--- src/emrx_pkg.sv ---
// Shared types and constants for the Ethernet receive filter / ethertype classifier.
// No dependencies; compiled before every other file of the block.
package emrx_pkg;

    // Defaults for the top-level parameters
    localparam int PROTO_SLOTS_DEF     = 4;
    localparam int MAX_FRAME_BYTES_DEF = 2048;

    // Fixed field widths
    localparam int MAC_W   = 48;
    localparam int TYPE_W  = 16;
    localparam int SLOT_W  = 2;
    localparam int SLOTS_MAX = 4;
    localparam int PLEN_W  = 11;
    localparam int CFG_IDX_W  = 3;
    localparam int CFG_DATA_W = 48;

    // Frame layout
    localparam int MAC_BYTES = 6;
    localparam int TYPE_HI_POS = 12;
    localparam int TYPE_LO_POS = 13;
    localparam int HDR_LEN = 14;
    localparam logic [7:0] BCAST_BYTE = 8'hFF;

    // Result FIFO
    localparam int RES_FIFO_DEPTH = 8;
    localparam int RES_FIFO_AW    = 3;
    localparam int RES_FIFO_CW    = 4;

    // Configuration register indexes
    localparam logic [CFG_IDX_W-1:0] CFG_STATION_MAC  = 3'd0;
    localparam logic [CFG_IDX_W-1:0] CFG_PROTO_TYPE_0 = 3'd1;
    localparam logic [CFG_IDX_W-1:0] CFG_PROTO_TYPE_1 = 3'd2;
    localparam logic [CFG_IDX_W-1:0] CFG_PROTO_TYPE_2 = 3'd3;
    localparam logic [CFG_IDX_W-1:0] CFG_PROTO_TYPE_3 = 3'd4;
    localparam logic [CFG_IDX_W-1:0] CFG_PROTO_VALID  = 3'd5;

    // Verdict codes
    localparam logic [1:0] V_DELIVERED  = 2'd0;
    localparam logic [1:0] V_SHORT      = 2'd1;
    localparam logic [1:0] V_ADDR       = 2'd2;
    localparam logic [1:0] V_NOHANDLER  = 2'd3;

    // Result kinds
    localparam logic KIND_PAYLOAD = 1'b0;
    localparam logic KIND_VERDICT = 1'b1;

    typedef struct packed {
        logic [MAC_W-1:0]                station_mac;
        logic [SLOTS_MAX-1:0][TYPE_W-1:0] proto_type;
        logic [SLOTS_MAX-1:0]            proto_valid;
    } cfg_t;

    typedef struct packed {
        logic              result_kind;
        logic [7:0]        payload_byte;
        logic [SLOT_W-1:0] proto_slot;
        logic [1:0]        verdict;
        logic [TYPE_W-1:0] ethertype;
        logic [PLEN_W-1:0] payload_len;
        logic              run_last;
    } result_t;

    // Up to two results per byte, pushed into the result FIFO together
    typedef struct packed {
        logic    first_valid;
        logic    second_valid;
        result_t first;
        result_t second;
    } push_t;

endpackage

--- src/emrx_if.sv ---
// Channel interfaces: receive byte stream, result stream, configuration writes.
// Depends on emrx_pkg.
interface emrx_rx_if;
    logic       valid;
    logic       ready;
    logic [7:0] rx_byte;
    logic       frame_end;

    modport source (output valid, output rx_byte, output frame_end, input ready);
    modport sink   (input valid, input rx_byte, input frame_end, output ready);
endinterface

interface emrx_res_if;
    logic                         valid;
    logic                         ready;
    logic                         result_kind;
    logic [7:0]                   payload_byte;
    logic [emrx_pkg::SLOT_W-1:0]  proto_slot;
    logic [1:0]                   verdict;
    logic [emrx_pkg::TYPE_W-1:0]  ethertype;
    logic [emrx_pkg::PLEN_W-1:0]  payload_len;
    logic                         run_last;

    modport source (output valid, output result_kind, output payload_byte,
                    output proto_slot, output verdict, output ethertype,
                    output payload_len, output run_last, input ready);
    modport sink   (input valid, input result_kind, input payload_byte,
                    input proto_slot, input verdict, input ethertype,
                    input payload_len, input run_last, output ready);
endinterface

interface emrx_cfg_if;
    logic                             valid;
    logic                             ready;
    logic [emrx_pkg::CFG_IDX_W-1:0]   index;
    logic [emrx_pkg::CFG_DATA_W-1:0]  data;

    modport source (output valid, output index, output data, input ready);
    modport sink   (input valid, input index, input data, output ready);
endinterface

--- src/emrx_cfg_regs.sv ---
// Configuration register file: station MAC, four ethertype slots, slot valid mask.
// Depends on emrx_pkg.
module emrx_cfg_regs (
    input  logic                            clk,
    input  logic                            rst_n,
    input  logic                            wr_en,
    input  logic [emrx_pkg::CFG_IDX_W-1:0]  wr_index,
    input  logic [emrx_pkg::CFG_DATA_W-1:0] wr_data,
    output emrx_pkg::cfg_t                  cfg
);
    emrx_pkg::cfg_t cfg_reg;
    emrx_pkg::cfg_t cfg_next;

    always_comb
    begin
        cfg_next = cfg_reg;
        if (wr_en)
        begin
            case (wr_index)
                emrx_pkg::CFG_STATION_MAC:
                    cfg_next.station_mac = wr_data[emrx_pkg::MAC_W-1:0];
                emrx_pkg::CFG_PROTO_TYPE_0:
                    cfg_next.proto_type[0] = wr_data[emrx_pkg::TYPE_W-1:0];
                emrx_pkg::CFG_PROTO_TYPE_1:
                    cfg_next.proto_type[1] = wr_data[emrx_pkg::TYPE_W-1:0];
                emrx_pkg::CFG_PROTO_TYPE_2:
                    cfg_next.proto_type[2] = wr_data[emrx_pkg::TYPE_W-1:0];
                emrx_pkg::CFG_PROTO_TYPE_3:
                    cfg_next.proto_type[3] = wr_data[emrx_pkg::TYPE_W-1:0];
                emrx_pkg::CFG_PROTO_VALID:
                    cfg_next.proto_valid = wr_data[emrx_pkg::SLOTS_MAX-1:0];
                default:
                    cfg_next = cfg_reg;   // unknown index: ignored
            endcase
        end
    end

    always_ff @(posedge clk or negedge rst_n)
    begin
        if (!rst_n)
        begin
            cfg_reg <= '0;
        end
        else
        begin
            cfg_reg <= cfg_next;
        end
    end

    assign cfg = cfg_reg;
endmodule

--- src/emrx_classifier.sv ---
// Per-byte frame parser: input register, address filter, ethertype lookup,
// payload and verdict result generation. Depends on emrx_pkg.
module emrx_classifier #(
    parameter int PROTO_SLOTS     = emrx_pkg::PROTO_SLOTS_DEF,
    parameter int MAX_FRAME_BYTES = emrx_pkg::MAX_FRAME_BYTES_DEF
) (
    input  logic           clk,
    input  logic           rst_n,
    input  logic           in_valid,
    input  logic [7:0]     in_byte,
    input  logic           in_end,
    input  emrx_pkg::cfg_t cfg,
    output logic           busy,
    output emrx_pkg::push_t push
);
    localparam int IDX_W = $clog2(MAX_FRAME_BYTES);
    localparam logic [IDX_W-1:0] IDX_SAT = IDX_W'(MAX_FRAME_BYTES - 1);
    localparam logic [IDX_W-1:0] POS_MAC_END = IDX_W'(emrx_pkg::MAC_BYTES);
    localparam logic [IDX_W-1:0] POS_TYPE_HI = IDX_W'(emrx_pkg::TYPE_HI_POS);
    localparam logic [IDX_W-1:0] POS_TYPE_LO = IDX_W'(emrx_pkg::TYPE_LO_POS);
    localparam logic [IDX_W-1:0] POS_HDR     = IDX_W'(emrx_pkg::HDR_LEN);

    // input register
    logic       s1_valid_reg;
    logic [7:0] s1_byte_reg;
    logic       s1_end_reg;

    // frame state
    logic [IDX_W-1:0]            idx_reg,      idx_next;
    logic                        own_reg,      own_next;
    logic                        bcast_reg,    bcast_next;
    logic [7:0]                  type_hi_reg,  type_hi_next;
    logic                        accept_reg,   accept_next;
    logic [1:0]                  verdict_reg,  verdict_next;
    logic [emrx_pkg::SLOT_W-1:0] slot_reg,     slot_next;
    logic [emrx_pkg::TYPE_W-1:0] ftype_reg,    ftype_next;

    logic [IDX_W-1:0]            total;
    logic [7:0]                  mac_byte;
    logic [emrx_pkg::TYPE_W-1:0] rx_type;
    logic                        hit;
    logic [emrx_pkg::SLOT_W-1:0] hit_slot;
    logic [emrx_pkg::PLEN_W-1:0] plen;
    logic                        pay_en;
    emrx_pkg::result_t           pay_res;
    emrx_pkg::result_t           vrd_res;

    always_ff @(posedge clk or negedge rst_n)
    begin
        if (!rst_n)
        begin
            s1_valid_reg <= 1'b0;
        end
        else
        begin
            s1_valid_reg <= in_valid;
        end
    end

    always_ff @(posedge clk)
    begin
        if (in_valid)
        begin
            s1_byte_reg <= in_byte;
            s1_end_reg  <= in_end;
        end
    end

    assign total   = (idx_reg == IDX_SAT) ? idx_reg : idx_reg + 1'b1;
    assign plen    = emrx_pkg::PLEN_W'(total - POS_HDR);
    assign rx_type = {type_hi_reg, s1_byte_reg};

    // station MAC byte for this position; first wire byte is the top byte
    always_comb
    begin
        case (idx_reg[2:0])
            3'd0:    mac_byte = cfg.station_mac[47:40];
            3'd1:    mac_byte = cfg.station_mac[39:32];
            3'd2:    mac_byte = cfg.station_mac[31:24];
            3'd3:    mac_byte = cfg.station_mac[23:16];
            3'd4:    mac_byte = cfg.station_mac[15:8];
            default: mac_byte = cfg.station_mac[7:0];
        endcase
    end

    // lowest matching valid slot wins
    always_comb
    begin
        hit      = 1'b0;
        hit_slot = '0;
        for (int i = PROTO_SLOTS - 1; i >= 0; i--)
        begin
            if (cfg.proto_valid[i] && cfg.proto_type[i] == rx_type)
            begin
                hit      = 1'b1;
                hit_slot = emrx_pkg::SLOT_W'(i);
            end
        end
    end

    always_comb
    begin
        idx_next     = idx_reg;
        own_next     = own_reg;
        bcast_next   = bcast_reg;
        type_hi_next = type_hi_reg;
        accept_next  = accept_reg;
        verdict_next = verdict_reg;
        slot_next    = slot_reg;
        ftype_next   = ftype_reg;

        if (idx_reg < POS_MAC_END)
        begin
            if (s1_byte_reg != mac_byte)
                own_next = 1'b0;
            if (s1_byte_reg != emrx_pkg::BCAST_BYTE)
                bcast_next = 1'b0;
        end
        else if (idx_reg == POS_TYPE_HI)
        begin
            type_hi_next = s1_byte_reg;
        end
        else if (idx_reg == POS_TYPE_LO)
        begin
            ftype_next = rx_type;
            if (!own_reg && !bcast_reg)
                verdict_next = emrx_pkg::V_ADDR;
            else if (hit)
            begin
                verdict_next = emrx_pkg::V_DELIVERED;
                accept_next  = 1'b1;
                slot_next    = hit_slot;
            end
            else
                verdict_next = emrx_pkg::V_NOHANDLER;
        end

        pay_en = (idx_reg >= POS_HDR) && accept_reg;

        pay_res.result_kind  = emrx_pkg::KIND_PAYLOAD;
        pay_res.payload_byte = s1_byte_reg;
        pay_res.proto_slot   = slot_reg;
        pay_res.verdict      = emrx_pkg::V_DELIVERED;
        pay_res.ethertype    = ftype_reg;
        pay_res.payload_len  = plen;
        pay_res.run_last     = !s1_end_reg;

        vrd_res.result_kind  = emrx_pkg::KIND_VERDICT;
        vrd_res.payload_byte = '0;
        vrd_res.run_last     = 1'b1;
        if (total < POS_HDR)
        begin
            vrd_res.proto_slot  = '0;
            vrd_res.verdict     = emrx_pkg::V_SHORT;
            vrd_res.ethertype   = '0;
            vrd_res.payload_len = '0;
        end
        else
        begin
            vrd_res.proto_slot  = (verdict_next == emrx_pkg::V_DELIVERED) ? slot_next : '0;
            vrd_res.verdict     = verdict_next;
            vrd_res.ethertype   = ftype_next;
            vrd_res.payload_len = plen;
        end

        if (s1_end_reg)
        begin
            idx_next     = '0;
            own_next     = 1'b1;
            bcast_next   = 1'b1;
            type_hi_next = '0;
            accept_next  = 1'b0;
            verdict_next = emrx_pkg::V_SHORT;
            slot_next    = '0;
            ftype_next   = '0;
        end
        else
        begin
            idx_next = total;
        end
    end

    always_comb
    begin
        push.first_valid  = s1_valid_reg && (pay_en || s1_end_reg);
        push.second_valid = s1_valid_reg && pay_en && s1_end_reg;
        push.first        = pay_en ? pay_res : vrd_res;
        push.second       = vrd_res;
    end

    always_ff @(posedge clk or negedge rst_n)
    begin
        if (!rst_n)
        begin
            idx_reg     <= '0;
            own_reg     <= 1'b1;
            bcast_reg   <= 1'b1;
            type_hi_reg <= '0;
            accept_reg  <= 1'b0;
            verdict_reg <= emrx_pkg::V_SHORT;
            slot_reg    <= '0;
            ftype_reg   <= '0;
        end
        else if (s1_valid_reg)
        begin
            idx_reg     <= idx_next;
            own_reg     <= own_next;
            bcast_reg   <= bcast_next;
            type_hi_reg <= type_hi_next;
            accept_reg  <= accept_next;
            verdict_reg <= verdict_next;
            slot_reg    <= slot_next;
            ftype_reg   <= ftype_next;
        end
    end

    assign busy = s1_valid_reg;
endmodule

--- src/emrx_result_fifo.sv ---
// Result FIFO: takes up to two results per cycle, hands out one per transaction.
// Depends on emrx_pkg.
module emrx_result_fifo (
    input  logic                                clk,
    input  logic                                rst_n,
    input  emrx_pkg::push_t                     push,
    input  logic                                pop,
    output logic                                head_valid,
    output emrx_pkg::result_t                   head,
    output logic [emrx_pkg::RES_FIFO_CW-1:0]    count
);
    localparam int AW = emrx_pkg::RES_FIFO_AW;
    localparam int CW = emrx_pkg::RES_FIFO_CW;

    emrx_pkg::result_t entry_reg [emrx_pkg::RES_FIFO_DEPTH];
    logic [AW-1:0] wr_ptr_reg, wr_ptr_next;
    logic [AW-1:0] rd_ptr_reg, rd_ptr_next;
    logic [CW-1:0] count_reg,  count_next;
    logic [CW-1:0] push_n;
    logic          do_pop;

    assign do_pop = pop && (count_reg != '0);
    assign push_n = CW'(push.first_valid) + CW'(push.second_valid);

    always_comb
    begin
        wr_ptr_next = wr_ptr_reg + AW'(push_n);
        rd_ptr_next = rd_ptr_reg + AW'(do_pop);
        count_next  = count_reg + push_n - CW'(do_pop);
    end

    always_ff @(posedge clk)
    begin
        if (push.first_valid)
            entry_reg[wr_ptr_reg] <= push.first;
        if (push.second_valid)
            entry_reg[wr_ptr_reg + 1'b1] <= push.second;
    end

    always_ff @(posedge clk or negedge rst_n)
    begin
        if (!rst_n)
        begin
            wr_ptr_reg <= '0;
            rd_ptr_reg <= '0;
            count_reg  <= '0;
        end
        else
        begin
            wr_ptr_reg <= wr_ptr_next;
            rd_ptr_reg <= rd_ptr_next;
            count_reg  <= count_next;
        end
    end

    assign head_valid = (count_reg != '0);
    assign head       = entry_reg[rd_ptr_reg];
    assign count      = count_reg;
endmodule

--- src/ethernet_rx_mac_filter_classifier.sv ---
// Top level of the Ethernet receive destination filter and ethertype classifier.
// Depends on emrx_pkg, emrx_if, emrx_cfg_regs, emrx_classifier, emrx_result_fifo.
//
// Usage:
//   rx  : one frame byte per transaction, frame_end on the last byte. Bytes 0-5
//         are checked against station MAC and broadcast, bytes 12-13 give the
//         ethertype, looked up in the registered slots.
//   res : one result per transaction. Accepted frames yield one payload result
//         per byte from byte 14 on; the last byte of every frame adds a
//         verdict result (delivered, too short, address mismatch, no handler).
//   cfg : register writes (index, data); always ready, applied next cycle.
//         Write only while no frame is in flight.
// Timing: results are pushed into the result FIFO in the cycle after the byte is
//   accepted, from the input register, and are then taken from the FIFO head.
// Throughput: one byte per cycle while rx.ready is high. The last byte of an
//   accepted frame with payload yields two results, so the 8-entry result FIFO
//   absorbs one extra per frame and drains one per cycle while res.ready is high.
// Reset: clears frame state, registers and FIFO; the next byte starts a frame.
// Stall: rx.ready is high only while the FIFO has room for two results of a new
//   byte plus two of the byte in the input register; res.ready low fills it.
module ethernet_rx_mac_filter_classifier #(
    parameter int PROTO_SLOTS     = emrx_pkg::PROTO_SLOTS_DEF,
    parameter int MAX_FRAME_BYTES = emrx_pkg::MAX_FRAME_BYTES_DEF
) (
    input  logic        clk,
    input  logic        rst_n,
    emrx_rx_if.sink     rx,
    emrx_res_if.source  res,
    emrx_cfg_if.sink    cfg
);
    localparam int CW = emrx_pkg::RES_FIFO_CW;
    // room check: byte in the input register plus the new one, two results each
    localparam logic [CW:0] ROOM_LIMIT = (CW+1)'(emrx_pkg::RES_FIFO_DEPTH - 2);

    emrx_pkg::cfg_t    cfg_val;
    emrx_pkg::push_t   push;
    emrx_pkg::result_t head;
    logic              head_valid;
    logic [CW-1:0]     fifo_count;
    logic              s1_busy;
    logic              rx_take;
    logic [CW:0]       fifo_need;

    assign cfg.ready = 1'b1;

    emrx_cfg_regs u_cfg (
        .clk      (clk),
        .rst_n    (rst_n),
        .wr_en    (cfg.valid),
        .wr_index (cfg.index),
        .wr_data  (cfg.data),
        .cfg      (cfg_val)
    );

    // worst case: both the registered byte and the new byte push two results
    assign fifo_need = {1'b0, fifo_count} + (s1_busy ? (CW+1)'(2) : '0);
    assign rx.ready  = (fifo_need <= ROOM_LIMIT);
    assign rx_take   = rx.valid && rx.ready;

    emrx_classifier #(
        .PROTO_SLOTS     (PROTO_SLOTS),
        .MAX_FRAME_BYTES (MAX_FRAME_BYTES)
    ) u_cls (
        .clk      (clk),
        .rst_n    (rst_n),
        .in_valid (rx_take),
        .in_byte  (rx.rx_byte),
        .in_end   (rx.frame_end),
        .cfg      (cfg_val),
        .busy     (s1_busy),
        .push     (push)
    );

    emrx_result_fifo u_fifo (
        .clk        (clk),
        .rst_n      (rst_n),
        .push       (push),
        .pop        (res.ready),
        .head_valid (head_valid),
        .head       (head),
        .count      (fifo_count)
    );

    assign res.valid        = head_valid;
    assign res.result_kind  = head.result_kind;
    assign res.payload_byte = head.payload_byte;
    assign res.proto_slot   = head.proto_slot;
    assign res.verdict      = head.verdict;
    assign res.ethertype    = head.ethertype;
    assign res.payload_len  = head.payload_len;
    assign res.run_last     = head.run_last;
endmodule

--- src/flat_wrapper.sv ---
// flat-port wrapper written by rule: the top's interface ports become plain ports
module ethernet_rx_mac_filter_classifier_flat 
#(
    parameter int PROTO_SLOTS     = emrx_pkg::PROTO_SLOTS_DEF,
    parameter int MAX_FRAME_BYTES = emrx_pkg::MAX_FRAME_BYTES_DEF
)
  (clk, rst_n, rx_valid, rx_rx_byte, rx_frame_end, rx_ready, res_valid, res_result_kind, res_payload_byte, res_proto_slot, res_verdict, res_ethertype, res_payload_len, res_run_last, res_ready, cfg_valid, cfg_index, cfg_data, cfg_ready);
  emrx_rx_if rx_i ();
  emrx_res_if res_i ();
  emrx_cfg_if cfg_i ();
  input  logic clk;
  input  logic rst_n;
  input wire logic [$bits(rx_i.valid)-1:0] rx_valid;
  input wire logic [$bits(rx_i.rx_byte)-1:0] rx_rx_byte;
  input wire logic [$bits(rx_i.frame_end)-1:0] rx_frame_end;
  output wire logic [$bits(rx_i.ready)-1:0] rx_ready;
  output wire logic [$bits(res_i.valid)-1:0] res_valid;
  output wire logic [$bits(res_i.result_kind)-1:0] res_result_kind;
  output wire logic [$bits(res_i.payload_byte)-1:0] res_payload_byte;
  output wire logic [$bits(res_i.proto_slot)-1:0] res_proto_slot;
  output wire logic [$bits(res_i.verdict)-1:0] res_verdict;
  output wire logic [$bits(res_i.ethertype)-1:0] res_ethertype;
  output wire logic [$bits(res_i.payload_len)-1:0] res_payload_len;
  output wire logic [$bits(res_i.run_last)-1:0] res_run_last;
  input wire logic [$bits(res_i.ready)-1:0] res_ready;
  input wire logic [$bits(cfg_i.valid)-1:0] cfg_valid;
  input wire logic [$bits(cfg_i.index)-1:0] cfg_index;
  input wire logic [$bits(cfg_i.data)-1:0] cfg_data;
  output wire logic [$bits(cfg_i.ready)-1:0] cfg_ready;
  assign rx_i.valid = rx_valid;
  assign rx_i.rx_byte = rx_rx_byte;
  assign rx_i.frame_end = rx_frame_end;
  assign rx_ready = rx_i.ready;
  assign res_valid = res_i.valid;
  assign res_result_kind = res_i.result_kind;
  assign res_payload_byte = res_i.payload_byte;
  assign res_proto_slot = res_i.proto_slot;
  assign res_verdict = res_i.verdict;
  assign res_ethertype = res_i.ethertype;
  assign res_payload_len = res_i.payload_len;
  assign res_run_last = res_i.run_last;
  assign res_i.ready = res_ready;
  assign cfg_i.valid = cfg_valid;
  assign cfg_i.index = cfg_index;
  assign cfg_i.data = cfg_data;
  assign cfg_ready = cfg_i.ready;
  ethernet_rx_mac_filter_classifier #(.PROTO_SLOTS(PROTO_SLOTS), .MAX_FRAME_BYTES(MAX_FRAME_BYTES)) u_core (.clk(clk), .rst_n(rst_n), .rx(rx_i), .res(res_i), .cfg(cfg_i));
endmodule
--- config.mk ---
export PLATFORM = sky130hd
export DESIGN_NAME = ethernet_rx_mac_filter_classifier_flat
export DESIGN_NICKNAME = d
export VERILOG_FILES = /design/src/emrx_pkg.sv /design/src/emrx_if.sv /design/src/emrx_cfg_regs.sv /design/src/emrx_classifier.sv /design/src/emrx_result_fifo.sv /design/src/ethernet_rx_mac_filter_classifier.sv /design/src/flat_wrapper.sv
export SDC_FILE = /design/constraint.sdc
export NUM_CORES = 1
export LEC_CHECK = 0
export BUFFER_PORTS_ARGS = -buffer_cell sky130_fd_sc_hd__buf_2
export CAP_MARGIN = 0
export CELL_PAD_IN_SITES_DETAIL_PLACEMENT = 0
export CELL_PAD_IN_SITES_GLOBAL_PLACEMENT = 1
export CORE_ASPECT_RATIO = 1.25
export CORE_MARGIN = 2
export CORE_UTILIZATION = 26
export DETAILED_ROUTE_END_ITERATION = 10
export PLACE_DENSITY = 0.51
export SYNTH_ARGS = -nofsm -noshare
export SYNTH_HDL_FRONTEND = slang
export SYNTH_HIERARCHICAL = 1
export SYNTH_SLANG_ARGS = --single-unit
--- constraint.sdc ---
create_clock -name clk -period 6.8 [get_ports clk]
set_input_delay 1.36 -clock clk [delete_from_list [all_inputs] [get_ports clk]]
set_output_delay 1.36 -clock clk [all_outputs]
set_load 0.005 [all_outputs]
Yosys cells after proc, flatten, opt, wreduce, memory -nomap -nowiden
Memories as Yosys holds them, arrays and structs flattened.
Cells that the tools add are included.
{"block": "totals", "ramBits": 328, "n_memories": 1, "inputBits": 65, "ff_bits": 178, "out_inout_bits": 44}
{"block": "classes", "n_reduce_logical": 35, "n_mux": 50, "eq_ne": 21, "magnitude_cmp": 4, "n_addsub": 9}
{"name": "u_core.u_fifo.entry_reg", "depth": 8, "word_bits": 41, "rd": 1, "rd_ports_with_merged_regs": 0, "wr": 2, "line": "emrx_result_fifo.sv:15", "source": "emrx_pkg::result_t entry_reg [emrx_pkg::RES_FIFO_DEPTH];"}
{"cell": "$eq 16x16->1", "count": 4}
{"cell": "$mux 16", "count": 4}
{"cell": "$mux 41", "count": 1}
{"cell": "$pmux 8 s5", "count": 1}
{"cell": "$mux 2", "count": 18}
{"cell": "$mux 31", "count": 1}
{"cell": "$mux 8", "count": 3}
{"cell": "$eq 11x4->1 const B", "count": 2}
{"cell": "$mux 11", "count": 2}
{"cell": "$mux 1", "count": 20}
{"cell": "$eq 3x2->1 const B", "count": 4}
{"cell": "$reduce_and 2->1", "count": 6}
{"cell": "$reduce_bool 2->1", "count": 6}
{"cell": "$add 11x1->11 const B", "count": 1}
{"cell": "$eq 11x11->1 const B", "count": 1}
{"cell": "$ge 11x4->1 const B", "count": 1}
{"cell": "$logic_and 1x1->1", "count": 11}
{"cell": "$lt 11x3->1 const B", "count": 1}
{"cell": "$lt 11x4->1 const B", "count": 1}
{"cell": "$sub 11x4->11 const B", "count": 1}
{"cell": "$eq 3x3->1 const B", "count": 3}
{"cell": "$reduce_and 3->1", "count": 3}
{"cell": "$ne 8x8->1", "count": 1}
{"cell": "$ne 8x8->1 const B", "count": 1}
{"cell": "other kinds (16)", "count": 22}

Depth between registers and ports, before layout
{"block": "depth", "depth_word": 15, "depth_mapped": 15, "depth_no_buf": 13}

Modules after synthesis
Netlist, hierarchy kept.
{"mod": "emrx_result_fifo", "cells_each": 905, "area_each_um2": 16817.4, "instances": 1}
{"mod": "emrx_classifier", "cells_each": 566, "area_each_um2": 4705.8, "instances": 1}
{"mod": "emrx_cfg_regs", "cells_each": 250, "area_each_um2": 4426.7, "instances": 1}
{"mod": "ethernet_rx_mac_filter_classifier", "cells_each": 11, "area_each_um2": 71.3, "instances": 1}

Worst setup path before layout
No wires, ideal clock.
{"block": "synth_path", "path_type": "reg2reg", "from": "register u_core.u_cls.idx_reg[6]", "to": "memory u_core/u_fifo/entry_reg[2][0] (netlist name) (enable)", "arrival_ps": 4823, "path_buffers": 2, "path_stages_with_launch": 10, "setup_time_ps": 503, "required_time_ps": 6297, "path_slack_ps": 1474, "path_cell_list": "dfrtp_1 clkbuf_1 nor4_1 nand2_1 o21a_1 clkbuf_1 nor2_1 nor2_1 nand2_1 o32ai_1"}
{"item": "start: declaration", "line": "emrx_classifier.sv:29", "source": "logic [IDX_W-1:0] idx_reg, idx_next;"}
{"item": "start signal: assignment", "line": "emrx_classifier.sv:206", "source": "idx_reg <= idx_next;"}
{"item": "end: declaration", "line": "emrx_result_fifo.sv:15"}

==> out/results.tsv <==
stage	metric	value	unit
run_status	status	finished, final reports clean	
layout	area_growth	14.4	%
clock_tree	htreeDepth	2	
sta	fin_crit_sh	75.4	%
floorplan	die_y	358	um
drt	vias_per_cell	4.85	
clock_tree	clock_latency	0.65	ns
setup_path	r2r.worst_path.cells	12	
sta	slew_viol_final	0	
setup_path	worst_path_max_delay_cell	dfrtp_1	
logic_synthesis	synth-warning-count	6	
setup_path	cp_cell_sequence	nand4_1, or3_1, nand2_1, nand2_1, ha_1, a32oi_1, and3_1, nor2b_4, buf_4, inv_1, a31oi_1, mux2_2	
setup_path	critPathLaunchType	flip-flop	
layout	fillers	10000	
drt	finalWirelength	78100	um
grt	grt_usage	15.2	%
drt	drc	0	
clock_tree	ctsHoldBuffers	0	
logic_synthesis	syn_area_per_cell	15.0	sq um
layout	multi_input_area	11100	sq um
job	cap_violations	0	
layout	ff_latch_area	14400	sq um
floorplan	die-area	103000	sq um
floorplan	ios	109	
place	place_ws	1.72	ns
sta	setup_viol	0	
clock_tree	cts_num_sinks	506	
setup_path	cp.buffers_inverters	2	
setup_path	cp.arrival	5.64	ns
grt	grt_overflow_total	0	
setup_path	crit_top_cell	nand2_1	
clock_tree	ctsRootBufferMaster	clkbuf_16	
logic_synthesis	netlist_instances	1732	
floorplan	start_util	26.3	%
floorplan	row_count	129	
logic_synthesis	synth_area	26000	sq um
clock_tree	postCtsSetupBuffers	0	
setup_path	max_stage_delay	0.98	ns
sta	slew_headroom	12.8	%
grt	grt_pass1_wl	114000	um
sta	skew	0.0337	ns
floorplan	core	99100	sq um
setup_path	path_delay_family	simple AND/OR/NAND/NOR gates	
setup_path	crit_end	u_core/u_fifo/entry_reg[0][28]	
worst_hold_path	hold_path_class	reg -> reg	
setup_path	worstReg2RegStart	u_core/u_cls/idx_reg[2]	
setup_path	rrSetupSlack	1.67	ns
floorplan	die_w	287	um
logic_synthesis	synth_edf_count	337	
layout	drive_above_1_share	44.8	%
setup_path	critPathMaxFanout	34	
sta	setup_ws	1.67	ns
grt	grt_pass1_vias	16300	
power_and_ir_drop	power_density	320	nW/um^2
setup_path	cp_data_required_time	7.31	ns
clock_tree	path_clk_slew	0.06	ns
logic_synthesis	ys_ff_latch	506	
sta	worst_pin_slew	1.30	ns
sta	fmax	0.195	GHz
setup_path	crit_cells	12	
clock_tree	clockBufferDepth	3	
clock_tree	cts_resized	0	
drt	dr.pass1.iters	5	
grt	grt_start_max_net_pins	74	
logic_synthesis	seq_area_frac_synth	55.2	%
place	gp_congestion	0.772	
grt	antenna_found_initial	7	
clock_tree	cts_tree	built	
place	io_buffer_count	107	
setup_path	reg2reg_to	u_core/u_fifo/entry_reg[0][28]	
drt	antenna_left	0	
setup_path	cp-startpoint	u_core/u_cls/idx_reg[2]	
logic_synthesis	synth-async-reset-ratio	33.4	%
drt	avgRoutedWirePerCell	24.7	um
power_and_ir_drop	ir_worst_vdd	212	uV
sta	period_minus_slack	5.13	ns
place	dp_hpwl	46500	um
clock_tree	cts_made_buffers	56	
sta	final-hold-violation-count	0	
logic_synthesis	ys_types	78	
layout	nNetsFinal	1891	
setup_path	critPathKind	reg -> reg	
logic_synthesis	ys.flop_type	edfxtp_1	
layout	largest_reg_flops	328	
power_and_ir_drop	power_leakage	11.1	nW
setup_path	end_kind	flip-flop	
drt	drtIter0Drc	958	
sta	rsz0062_at_grt	no	
sta	setup_tns	0	ns
drt	num_vias	15300	
stage by stage:
| step | area, sq um | util, % | total power, W | cells | hold WS (ns) |
|---|---|---|---|---|---|
| 2_1_floorplan | 26100 | - | 0.00554 | 1740 | 0.459 |
| 3_3_place_gp | 28000 | 28.2 | 0.00661 | 3059 | 0.483 |
| 4_1_cts | 29800 | 30.0 | 0.00974 | 3164 | 0.498 |
| 6_report | 29800 | 30.0 | 0.00953 | 3165 | 0.494 |
| 3_5_place_dp | 28000 | 28.2 | 0.00663 | 3059 | 0.488 |
| 5_1_grt | 29800 | 30.0 | 0.0100 | 3164 | 0.517 |
cells in the mapped netlist (all sizes together), types with 5 or more instances:
master	number	area share (%)
nor2b	6	0.14
mux2i	25	0.96
xnor2	29	0.98
inv	18	0.26
and2	11	0.26
nand2	57	0.82
xor2	57	1.9
nand4	13	0.31
nand3	17	0.33
mux4	82	7.1
nor2	63	0.91
clkbuf	40	0.58
buf	91	2.2
dfrtp	166	16
a22oi	8	0.23
o21bai	5	0.19
a21o	5	0.15
a22o	28	0.95
o2111ai	6	0.20
nand2b	6	0.14
a31oi	7	0.17
o21ai	23	0.44
mux2	485	21
a21oi	15	0.29
nand3b	7	0.20
nor3	11	0.25
o31ai	19	0.59
ha	17	0.82
nor4	15	0.36
edfxtp	337	39
power by group:
part           internal (W)  switching, W  total, W
registers           0.00360      0.000376   0.00398
logic               0.00117       0.00132   0.00249
clock network       0.00175       0.00131   0.00306
cell type report:
cell class / instances / share of cell area (%)
Clock buffer: 87 / 5.44
Tap cell: 1310 / 5.51
Clock inverter: 18 / 0.643
Sequential cell: 506 / 48.2
Antenna cell: 1 / 0.00841
Timing Repair Buffer: 140 / 2.69
Multi-Input combinational cell: 1084 / 37.2
Inverter: 19 / 0.240
per-layer routing:
metal / part of all wire [%] / GRT usage (%)
met1: 42 / 18.7
met2: 51 / 26.9
met5: 0.035 / 0
met4: 2.5 / 4.47
met3: 4.8 / 2.67
logic make-up (layout without fill, tap and decap cells):
kind of cell / after synthesis / count (layout) / synth area share (%)
buffers and inverters: 150 / 264 / 3.02
adder cells (fa/ha/maj): 19 / 19 / 0.971
multiplexers: 592 / 592 / 29.1
AO/OA/AOI/OAI: 143 / 143 / 4.15
AND/OR/NAND/NOR: 233 / 233 / 4.70
other: 3 / 12 / 0.0433
flip-flops: 506 / 506 / 55.2
XOR/XNOR: 86 / 86 / 2.89
worst min path at each step:
stage,from,end,slack (ns),depth (start not counted)
2_1_floorplan,u_core/u_cfg/cfg[100],u_core/u_cfg/cfg[100],0.46,1
3_3_place_gp,u_core/u_cfg/cfg[100],u_core/u_cfg/cfg[100],0.48,1
3_5_place_dp,u_core/u_cls/own_reg,u_core/u_cls/own_reg,0.49,2
4_1_cts,u_core/u_cls/own_reg,u_core/u_cls/own_reg,0.50,2
5_1_grt,u_core/u_cfg/cfg[100],u_core/u_cfg/cfg[100],0.52,1
6_report,u_core/u_cfg/cfg[100],u_core/u_cfg/cfg[100],0.49,1
cells in the final DEF (no fill, tap or decap), types with 32 or more instances in the layout:
cell type | netlist | routed
mux2_2 | 483 | 483
nor2_1 | 63 | 58
buf_4 | 13 | 32
xor2_1 | 57 | 57
edfxtp_1 | 337 | 337
clkbuf_16 | 0 | 57
mux4_2 | 82 | 82
dfrtp_1 | 166 | 163
nand2_1 | 57 | 55
buf_2 | 61 | 106
worst register-to-register path, delay by kind of cell (launching register included):
family	cells	cell delay, ns
multiplexers	1	0.28
AO/OA/AOI/OAI	2	0.87
buffers and inverters	2	0.58
adder cells (fa/ha/maj)	1	0.25
AND/OR/NAND/NOR	6	2.04
flip-flops	1	0.98
Note: power is estimated with default switching activity, not from simulation.
